[src/rpn_pkg.sv]
package rpn_pkg;

  localparam int unsigned DEF_STACK_DEPTH = 16;
  localparam int unsigned DEF_VALUE_BITS  = 32;
  localparam int unsigned OUT_BITS        = 32;
  // widest multiply done without the split multiplier
  localparam int unsigned MUL_MAX_BITS    = 32;

  localparam logic [7:0] CHAR_ZERO  = 8'h30;
  localparam logic [7:0] CHAR_NINE  = 8'h39;
  localparam logic [7:0] CHAR_SPACE = 8'h20;
  localparam logic [7:0] CHAR_PLUS  = 8'h2B;
  localparam logic [7:0] CHAR_MINUS = 8'h2D;
  localparam logic [7:0] CHAR_STAR  = 8'h2A;

  localparam logic [1:0] FLAG_UNDER = 2'b01;
  localparam logic [1:0] FLAG_OVER  = 2'b10;

  typedef enum logic [1:0] {
    ST_OK    = 2'd0,
    ST_UNDER = 2'd1,
    ST_OVER  = 2'd2
  } status_e;

  typedef struct packed {
    logic [OUT_BITS-1:0] value;
    status_e             status;
  } result_t;

  function automatic status_e status_of(input logic [1:0] flags);
    status_e st;
    if ((flags & FLAG_UNDER) != 2'b00) begin
      st = ST_UNDER;
    end else if ((flags & FLAG_OVER) != 2'b00) begin
      st = ST_OVER;
    end else begin
      st = ST_OK;
    end
    return st;
  endfunction

endpackage

[src/postfix_expression_evaluator.sv]
// Takes one character per cycle while in_stall_o is low; a final character's result
// beat is registered in the output queue. With VALUE_BITS above 32, '*' uses a split
// multiplier and holds the input until the product is ready. The stack sits in a 1W2R
// memory with the top mirrored in a register; a two-beat output queue raises in_stall_o
// when both beats wait. rst_ni clears depth, number, flags and the output queue at once;
// the stack memory needs no clearing pass since only entries below the depth are read.
module postfix_expression_evaluator
  import rpn_pkg::*;
#(
  parameter int unsigned STACK_DEPTH = DEF_STACK_DEPTH,
  parameter int unsigned VALUE_BITS  = DEF_VALUE_BITS
) (
  input  logic                       clk_i,
  input  logic                       rst_ni,
  input  logic                       in_valid_i,
  output logic                       in_stall_o,
  input  logic [7:0]                 char_code_i,
  input  logic                       is_final_i,
  output logic                       out_valid_o,
  input  logic                       out_stall_i,
  output logic signed [OUT_BITS-1:0] value_o,
  output logic [1:0]                 status_o
);

  localparam int unsigned AW = $clog2(STACK_DEPTH);
  localparam int unsigned DW = $clog2(STACK_DEPTH + 1);
  localparam int unsigned W  = VALUE_BITS;
  localparam bit          MUL_SPLIT = (VALUE_BITS > MUL_MAX_BITS);

  localparam logic [DW-1:0] D_FULL  = DW'(STACK_DEPTH);
  localparam logic [DW-1:0] D_ONE   = DW'(1);
  localparam logic [DW-1:0] D_TWO   = DW'(2);
  localparam logic [DW-1:0] D_THREE = DW'(3);

  logic [DW-1:0] depth_q, depth_d;
  logic [W-1:0]  top_q, top_d;
  logic [W-1:0]  acc_q, acc_d;
  logic          nip_q, nip_d;
  logic [1:0]    flags_q, flags_d;
  logic          pend_q, pend_d;
  logic          pend_fin_q, pend_fin_d;
  logic [AW-1:0] pend_addr_q, pend_addr_d;
  status_e       pend_status_q, pend_status_d;

  logic          in_fire;
  logic          is_digit, is_plus, is_minus, is_star, is_arith, split_mul;
  logic          push_a, pop_b;
  logic [7:0]    dig8;
  logic [W-1:0]  acc_next, acc_push;
  logic [W-1:0]  sec_w, thr_w;
  logic [DW-1:0] d1, d2, d3, d3m1;
  logic [W-1:0]  v1, v2, v3;
  logic          ovf, und;
  logic [W-1:0]  opa, opb, res, mul_p;
  logic [W-1:0]  top_n, new_val, fin_val, res_val;
  logic          wr_c;
  logic [1:0]    flags_n;
  status_e       fin_status;

  logic          mem_we;
  logic [AW-1:0] mem_waddr, wr_addr;
  logic [W-1:0]  mem_wdata;
  logic [DW-1:0] rd0_full, rd1_full;
  logic [AW-1:0] rd_addr0, rd_addr1;

  logic          res_push;
  result_t       res_data, q_data;
  logic          q_full;
  logic [OUT_BITS-1:0] res_ext;

  assign in_fire   = in_valid_i && !in_stall_o;
  assign in_stall_o = pend_q || q_full;

  assign is_digit  = (char_code_i >= CHAR_ZERO) && (char_code_i <= CHAR_NINE);
  assign is_plus   = (char_code_i == CHAR_PLUS);
  assign is_minus  = (char_code_i == CHAR_MINUS);
  assign is_star   = (char_code_i == CHAR_STAR);
  assign is_arith  = is_plus || is_minus || is_star;
  assign split_mul = MUL_SPLIT && is_star;

  assign dig8     = char_code_i - CHAR_ZERO;
  assign acc_next = (acc_q << 3) + (acc_q << 1) + {{(W-4){1'b0}}, dig8[3:0]};
  assign acc_push = is_digit ? acc_next : acc_q;
  // a number ends on any non-digit, or on the last character
  assign push_a   = is_digit ? is_final_i : nip_q;
  assign pop_b    = !is_digit && (char_code_i != CHAR_SPACE);

  // push the pending number
  always_comb begin
    d1   = depth_q;
    v1   = top_q;
    v2   = sec_w;
    v3   = thr_w;
    ovf  = 1'b0;
    if (push_a) begin
      if (depth_q == D_FULL) begin
        ovf = 1'b1;
      end else begin
        d1 = depth_q + D_ONE;
        v1 = acc_push;
        v2 = top_q;
        v3 = sec_w;
      end
    end
  end

  // missing operands read as zero
  assign opa = (d1 >= D_ONE) ? v1 : '0;
  assign opb = (d1 >= D_TWO) ? v2 : '0;

  always_comb begin
    case (char_code_i)
      CHAR_PLUS:  res = opb + opa;
      CHAR_MINUS: res = opb - opa;
      default:    res = mul_p;
    endcase
  end

  // pop two on any non-digit, non-space character; push the result only for an operator
  always_comb begin
    d2      = '0;
    d3      = d1;
    top_n   = v1;
    und     = 1'b0;
    wr_c    = push_a && !ovf;
    new_val = acc_push;
    if (pop_b) begin
      und = (d1 < D_TWO);
      d2  = (d1 >= D_TWO) ? d1 - D_TWO : '0;
      if (is_arith) begin
        d3      = d2 + D_ONE;
        top_n   = res;
        wr_c    = 1'b1;
        new_val = res;
      end else begin
        d3    = d2;
        top_n = v3;
        wr_c  = 1'b0;
      end
    end
  end

  assign d3m1       = d3 - D_ONE;
  assign wr_addr    = d3m1[AW-1:0];
  assign flags_n    = flags_q | (ovf ? FLAG_OVER : 2'b00) | (und ? FLAG_UNDER : 2'b00);
  assign fin_val    = (d3 >= D_ONE) ? top_n : '0;
  assign fin_status = status_of(flags_n | ((d3 == '0) ? FLAG_UNDER : 2'b00));

  always_comb begin
    depth_d       = depth_q;
    top_d         = top_q;
    acc_d         = acc_q;
    nip_d         = nip_q;
    flags_d       = flags_q;
    pend_d        = 1'b0;
    pend_fin_d    = pend_fin_q;
    pend_addr_d   = pend_addr_q;
    pend_status_d = pend_status_q;
    if (pend_q && !pend_fin_q) begin
      top_d = mul_p;
    end
    if (in_fire) begin
      if (is_final_i) begin
        depth_d = '0;
        acc_d   = '0;
        nip_d   = 1'b0;
        flags_d = '0;
      end else begin
        depth_d = d3;
        top_d   = top_n;
        acc_d   = is_digit ? acc_next : '0;
        nip_d   = is_digit;
        flags_d = flags_n;
      end
      if (split_mul) begin
        pend_d        = 1'b1;
        pend_fin_d    = is_final_i;
        pend_addr_d   = wr_addr;
        pend_status_d = fin_status;
      end
    end
  end

  always_ff @(posedge clk_i or negedge rst_ni) begin
    if (!rst_ni) begin
      depth_q <= '0;
      acc_q   <= '0;
      nip_q   <= 1'b0;
      flags_q <= '0;
      pend_q  <= 1'b0;
    end else begin
      depth_q <= depth_d;
      acc_q   <= acc_d;
      nip_q   <= nip_d;
      flags_q <= flags_d;
      pend_q  <= pend_d;
    end
  end

  always_ff @(posedge clk_i) begin
    top_q         <= top_d;
    pend_fin_q    <= pend_fin_d;
    pend_addr_q   <= pend_addr_d;
    pend_status_q <= pend_status_d;
  end

  // write lands at the new top; reads fetch the two entries beneath it,
  // so a write and a read never hit the same entry in one cycle
  assign mem_we    = (in_fire && wr_c && !is_final_i && !split_mul) ||
                     (pend_q && !pend_fin_q);
  assign mem_waddr = pend_q ? pend_addr_q : wr_addr;
  assign mem_wdata = pend_q ? mul_p : new_val;
  assign rd0_full  = depth_d - D_TWO;
  assign rd1_full  = depth_d - D_THREE;
  assign rd_addr0  = rd0_full[AW-1:0];
  assign rd_addr1  = rd1_full[AW-1:0];

  rpn_stack_mem #(
    .DEPTH(STACK_DEPTH),
    .W    (W)
  ) u_mem (
    .clk_i   (clk_i),
    .we_i    (mem_we),
    .waddr_i (mem_waddr),
    .wdata_i (mem_wdata),
    .raddr0_i(rd_addr0),
    .raddr1_i(rd_addr1),
    .rdata0_o(sec_w),
    .rdata1_o(thr_w)
  );

  rpn_mul #(
    .W(W)
  ) u_mul (
    .clk_i(clk_i),
    .a_i  (opb),
    .b_i  (opa),
    .p_o  (mul_p)
  );

  assign res_val = pend_q ? mul_p : fin_val;

  if (W >= OUT_BITS) begin : g_trunc
    assign res_ext = res_val[OUT_BITS-1:0];
  end else begin : g_sext
    assign res_ext = {{(OUT_BITS-W){res_val[W-1]}}, res_val};
  end

  assign res_push        = (in_fire && is_final_i && !split_mul) || (pend_q && pend_fin_q);
  assign res_data.value  = res_ext;
  assign res_data.status = pend_q ? pend_status_q : fin_status;

  rpn_outq u_outq (
    .clk_i      (clk_i),
    .rst_ni     (rst_ni),
    .push_i     (res_push),
    .push_data_i(res_data),
    .valid_o    (out_valid_o),
    .stall_i    (out_stall_i),
    .data_o     (q_data),
    .full_o     (q_full)
  );

  assign value_o  = $signed(q_data.value);
  assign status_o = q_data.status;

`ifndef SYNTH
  a_depth_bound: assert property (@(posedge clk_i) disable iff (!rst_ni)
    depth_q <= D_FULL)
    else $error("stack depth beyond capacity");

  a_no_rw_clash: assert property (@(posedge clk_i) disable iff (!rst_ni)
    mem_we |-> (mem_waddr != rd_addr0))
    else $error("stack write hits the entry being read");

  a_final_clears: assert property (@(posedge clk_i) disable iff (!rst_ni)
    (in_fire && is_final_i) |=> (depth_q == '0 && !nip_q && flags_q == '0))
    else $error("state not cleared after last character");

  a_mul_one_cycle: assert property (@(posedge clk_i) disable iff (!rst_ni)
    pend_q |=> !pend_q)
    else $error("split multiply took more than one extra cycle");

  a_result_beat: assert property (@(posedge clk_i) disable iff (!rst_ni)
    (in_fire && is_final_i && !split_mul) |=> out_valid_o)
    else $error("no result beat after last character");
`endif

endmodule

[src/rpn_stack_mem.sv]
module rpn_stack_mem
  import rpn_pkg::*;
#(
  parameter int unsigned DEPTH = DEF_STACK_DEPTH,
  parameter int unsigned W     = DEF_VALUE_BITS,
  localparam int unsigned AW   = $clog2(DEPTH)
) (
  input  logic          clk_i,
  input  logic          we_i,
  input  logic [AW-1:0] waddr_i,
  input  logic [W-1:0]  wdata_i,
  input  logic [AW-1:0] raddr0_i,
  input  logic [AW-1:0] raddr1_i,
  output logic [W-1:0]  rdata0_o,
  output logic [W-1:0]  rdata1_o
);

  logic [W-1:0] mem_q [DEPTH];
  logic [W-1:0] rdata0_q;
  logic [W-1:0] rdata1_q;

  // one write port, two registered read ports
  always_ff @(posedge clk_i) begin
    if (we_i) begin
      mem_q[waddr_i] <= wdata_i;
    end
    rdata0_q <= mem_q[raddr0_i];
    rdata1_q <= mem_q[raddr1_i];
  end

  assign rdata0_o = rdata0_q;
  assign rdata1_o = rdata1_q;

endmodule

[src/rpn_mul.sv]
module rpn_mul
  import rpn_pkg::*;
#(
  parameter int unsigned W = DEF_VALUE_BITS
) (
  input  logic         clk_i,
  input  logic [W-1:0] a_i,
  input  logic [W-1:0] b_i,
  output logic [W-1:0] p_o
);

  if (W > MUL_MAX_BITS) begin : g_split
    localparam int unsigned HB = W - MUL_MAX_BITS;

    logic [2*MUL_MAX_BITS-1:0] pp_ll_q;
    logic [HB-1:0]             pp_lh_q;
    logic [HB-1:0]             pp_hl_q;

    // partial products registered; the sum of the registered terms follows in the next cycle
    always_ff @(posedge clk_i) begin
      pp_ll_q <= (2*MUL_MAX_BITS)'(a_i[MUL_MAX_BITS-1:0]) *
                 (2*MUL_MAX_BITS)'(b_i[MUL_MAX_BITS-1:0]);
      pp_lh_q <= HB'(a_i[MUL_MAX_BITS-1:0] * b_i[W-1:MUL_MAX_BITS]);
      pp_hl_q <= HB'(a_i[W-1:MUL_MAX_BITS] * b_i[MUL_MAX_BITS-1:0]);
    end

    assign p_o = pp_ll_q[W-1:0] +
                 {HB'(pp_lh_q + pp_hl_q), {MUL_MAX_BITS{1'b0}}};
  end else begin : g_single
    assign p_o = W'(a_i * b_i);
  end

endmodule

[src/rpn_outq.sv]
module rpn_outq
  import rpn_pkg::*;
(
  input  logic    clk_i,
  input  logic    rst_ni,
  input  logic    push_i,
  input  result_t push_data_i,
  output logic    valid_o,
  input  logic    stall_i,
  output result_t data_o,
  output logic    full_o
);

  logic [1:0] count_q;
  logic [1:0] count_d;
  result_t    slot0_q;
  result_t    slot1_q;
  logic       pop;

  assign valid_o = (count_q != 2'd0);
  assign full_o  = (count_q == 2'd2);
  assign data_o  = slot0_q;
  assign pop     = valid_o && !stall_i;
  assign count_d = count_q + {1'b0, push_i} - {1'b0, pop};

  always_ff @(posedge clk_i or negedge rst_ni) begin
    if (!rst_ni) begin
      count_q <= 2'd0;
    end else begin
      count_q <= count_d;
    end
  end

  // slot0 is the head beat
  always_ff @(posedge clk_i) begin
    if (pop) begin
      slot0_q <= (count_q == 2'd2) ? slot1_q : push_data_i;
      if (push_i && count_q == 2'd2) begin
        slot1_q <= push_data_i;
      end
    end else if (push_i) begin
      if (count_q == 2'd0) begin
        slot0_q <= push_data_i;
      end else begin
        slot1_q <= push_data_i;
      end
    end
  end

endmodule
[config.mk]
export PLATFORM = sky130hd
export DESIGN_NAME = postfix_expression_evaluator
export DESIGN_NICKNAME = d
export VERILOG_FILES = /design/src/rpn_pkg.sv /design/src/postfix_expression_evaluator.sv /design/src/rpn_stack_mem.sv /design/src/rpn_mul.sv /design/src/rpn_outq.sv
export SDC_FILE = /design/constraint.sdc
export NUM_CORES = 2
export LEC_CHECK = 0
export BUFFER_PORTS_ARGS = -buffer_cell sky130_fd_sc_hd__buf_2
export CORE_UTILIZATION = 48
export CTS_CLUSTER_DIAMETER = 50
export CTS_CLUSTER_SIZE = 14
export DETAILED_ROUTE_END_ITERATION = 12
export HOLD_SLACK_MARGIN = 0.1
export PLACE_DENSITY_LB_ADDON = 0.08
export SLEW_MARGIN = 20
export SYNTH_ARGS = -nofsm -noshare
export SYNTH_HDL_FRONTEND = slang
export SYNTH_SLANG_ARGS = --single-unit
[constraint.sdc]
create_clock -name clk_i -period 25.6 [get_ports clk_i]
set_clock_uncertainty 0.1 [all_clocks]
set_input_delay 3.84 -clock clk_i [delete_from_list [all_inputs] [get_ports clk_i]]
set_output_delay 3.84 -clock clk_i [all_outputs]
set_load 0.02 [all_outputs]
==> impl_metrics.yaml <==
logic_synthesis:
  synth.distinct_cells: 88
  synth_area_mm2: 0.0545
  synth_nets: 5851
  seq_area_frac_synth_pct: 38.0
  synth.area.top_cells: "edfxtp_1 34%, fa_1 15%, mux2i_1 6.0%"
  syn_inst: 5204
  ys.flop_type: "edfxtp_1"
  avgSynthCellArea_um2: 10.5
  async_flop_share_pct: 5.85
  synthDominantCellAreaShare_pct: 33.7
  synth_edf_count: 612
  ys.warnings.count: 0
  ys_seq_elements: 718
  synth_top_area_cell: "edfxtp_1"
drt:
  final_antenna_net_count: 0
  post-route-drc-count: 0
  dr.pass1.iters: 6
  wl_per_cell_um: 28.3
  via_count: 41400
  viasPerCell: 6.18
  wirelength_mm: 190
  drt_iter0_markers: 4449
clocking:
  ctsResizeCount: 0
  cts_tree: "done"
  clk_path_buf_depth: 3
  htreeDepth: 3
  cts-buffers-inserted: 83
  cts_hold_buf: 0
  cts_setup_buffers: 0
  clock_latency_ns: 0.68
  cts.sinks: 718
  path_clk_slew_ns: 0.06
  root_buffer: "clkbuf_16"
critical_path:
  cp_max_fo: 16
  cpPeakStageDelay_ns: 0.71
  crit_arrival_ns: 15.68
  cp.required_ns: 25.86
  cp-start-kind: "primary input"
  worst_setup_path_end_kind: "flip-flop"
  slowest_stage: "a211oi_1"
  crit_type: "primary input to flip-flop"
layout:
  nFillCells: 9984
  drive_above_1_share_pct: 9.70
  final_common_cell: "nand2_1"
  area.growth.synth_to_final_pct: 9.15
  postLayoutCoreUtil_pct: 52.9
  fin_nets: 5784
  final_cell_mix: "674 x nand2_1, 612 x edfxtp_1, 489 x inv_1, 411 x fa_1, 377 x nor2_1"
sta:
  setup_viol: 0
  max_clock_freq_ghz: 0.0649
  timing.final.ws_setup_ns: 10.18
  max_slew_margin_pct: 18.6
  tightestPinTransition_ns: 1.22
  fin_tns_setup_ns: 0
  slew_viol_final: 0
  hold_viol_final: 0
  min_period_over_period_pct: 60.2
  hold_ws_ns: 0.389
  fin_crit_ns: 15.42
  rsz0062_at_grt: "no"
placement:
  post-dp-hpwl_mm: 132
  io_buffers: 48
  gp_congestion: 1.01
  dp_slack_ns: 9.35
min_path:
  hold_class: "flip-flop to flip-flop"
grt:
  track_usage_pct: 32.9
  grt_pass1_vias: 40600
  grt_pass1_wl_mm: 276
  grt_max_degree: 191
  antenna_found_initial: 6
  grt_overflow: 0
floorplanning:
  fp.dieW_um: 339
  initial_core_util_pct: 48.5
  ios: 49
  core_mm2: 0.112
  die-area_mm2: 0.115
  die_y_um: 339
  rows: 123
job:
  cap_violations: 0
run_status:
  status: "complete, no violations"
==> critical path, delay by kind of cell <==
kind | cells | cell delay [ns]
compound gates | 7 | 2.94
xor+xnor | 13 | 2.60
fa+ha+maj | 10 | 4.64
buf+inv | 6 | 0.44
simple gates | 4 | 1.18
==> Yosys cell counts, types with 33 or more instances <==
cell,number
nand3_1,48
mux4_2,66
a211oi_1,213
edfxtp_1,612
o21ai_0,102
mux2i_1,325
buf_1,45
dfxtp_1,64
a311oi_1,67
a31oi_1,101
xnor2_1,115
xor2_1,48
nor2_1,405
buf_2,44
a21oi_1,192
nand2_1,677
inv_1,491
clkbuf_1,228
and2_1,155
or2_2,33
fa_1,411
dfrtp_1,42
nor3_1,59
ha_1,223
a21o_1,57
==> stage by stage <==
step                      area (um^2)  instances
final                           59500       6707
after detailed placement        56600       6552
after global routing            59500       6706
after CTS                       59500       6705
after global placement          56600       6552
after floorplan                 54500       5204
==> layer usage <==
layer | global-route usage (%) | share of wire [%]
met5 | 0 | 0
met4 | 17.2 | 6.0
met3 | 4.42 | 8.1
met2 | 51.0 | 45
met1 | 45.1 | 41
==> area by class of cell <==
type                       instances  area (um^2)  share of cell area (%)
multi-input combinational       3663        31000                    52.0
timing repair buffer             169         1200                    2.01
clock inverter                    50          619                    1.04
inverter                         502         1890                    3.17
tap                             1500         1880                    3.15
sequential                       718        20700                    34.8
clock buffer                     103         2240                    3.77
antenna                            2         5.00                 0.00841
==> sequential cells by signal, indices dropped and copies added (netlist names) <==
signal,cells
u_mem.rdata1_o,32
depth_q,5
u_outq.data_o,34
u_outq.slot1_q,34
acc_q,32
u_outq.count_q,2
nip_q,1
u_mem.mem_q,512
u_mem.rdata0_o,32
top_q,32
flags_q,2
==> final timing paths <==
path	to	cells after the start	from	slack, ns
max reg2reg	u_mem.mem_q[5][31]$_DFFE_PP_	39	acc_q[0]$_DFFE_PN0P_	13.06
min in group asynchronous	depth_q[4]$_DFFE_PN0P_	2	rst_ni	3.22
max in group asynchronous	flags_q[1]$_DFFE_PN0P_	2	rst_ni	21.65
max	u_mem.mem_q[5][31]$_DFFE_PP_	40	char_code_i[3]	10.18
min	flags_q[0]$_DFFE_PN0P_	2	flags_q[0]$_DFFE_PN0P_	0.39
min reg2reg	flags_q[0]$_DFFE_PN0P_	2	flags_q[0]$_DFFE_PN0P_	0.39
==> kinds of logic after synthesis <==
logic type | synth area share (%)
adder cells (fa/ha/maj) | 20.2
AND/OR/NAND/NOR | 12.2
buffers and inverters | 5.79
flip-flops | 38.0
multiplexers | 9.17
XOR/XNOR | 2.77
AO/OA/AOI/OAI | 11.9
Power is left out: the tool's default activity adds up to more than one toggle a clock period on the data nets, which glitch-free logic cannot reach.
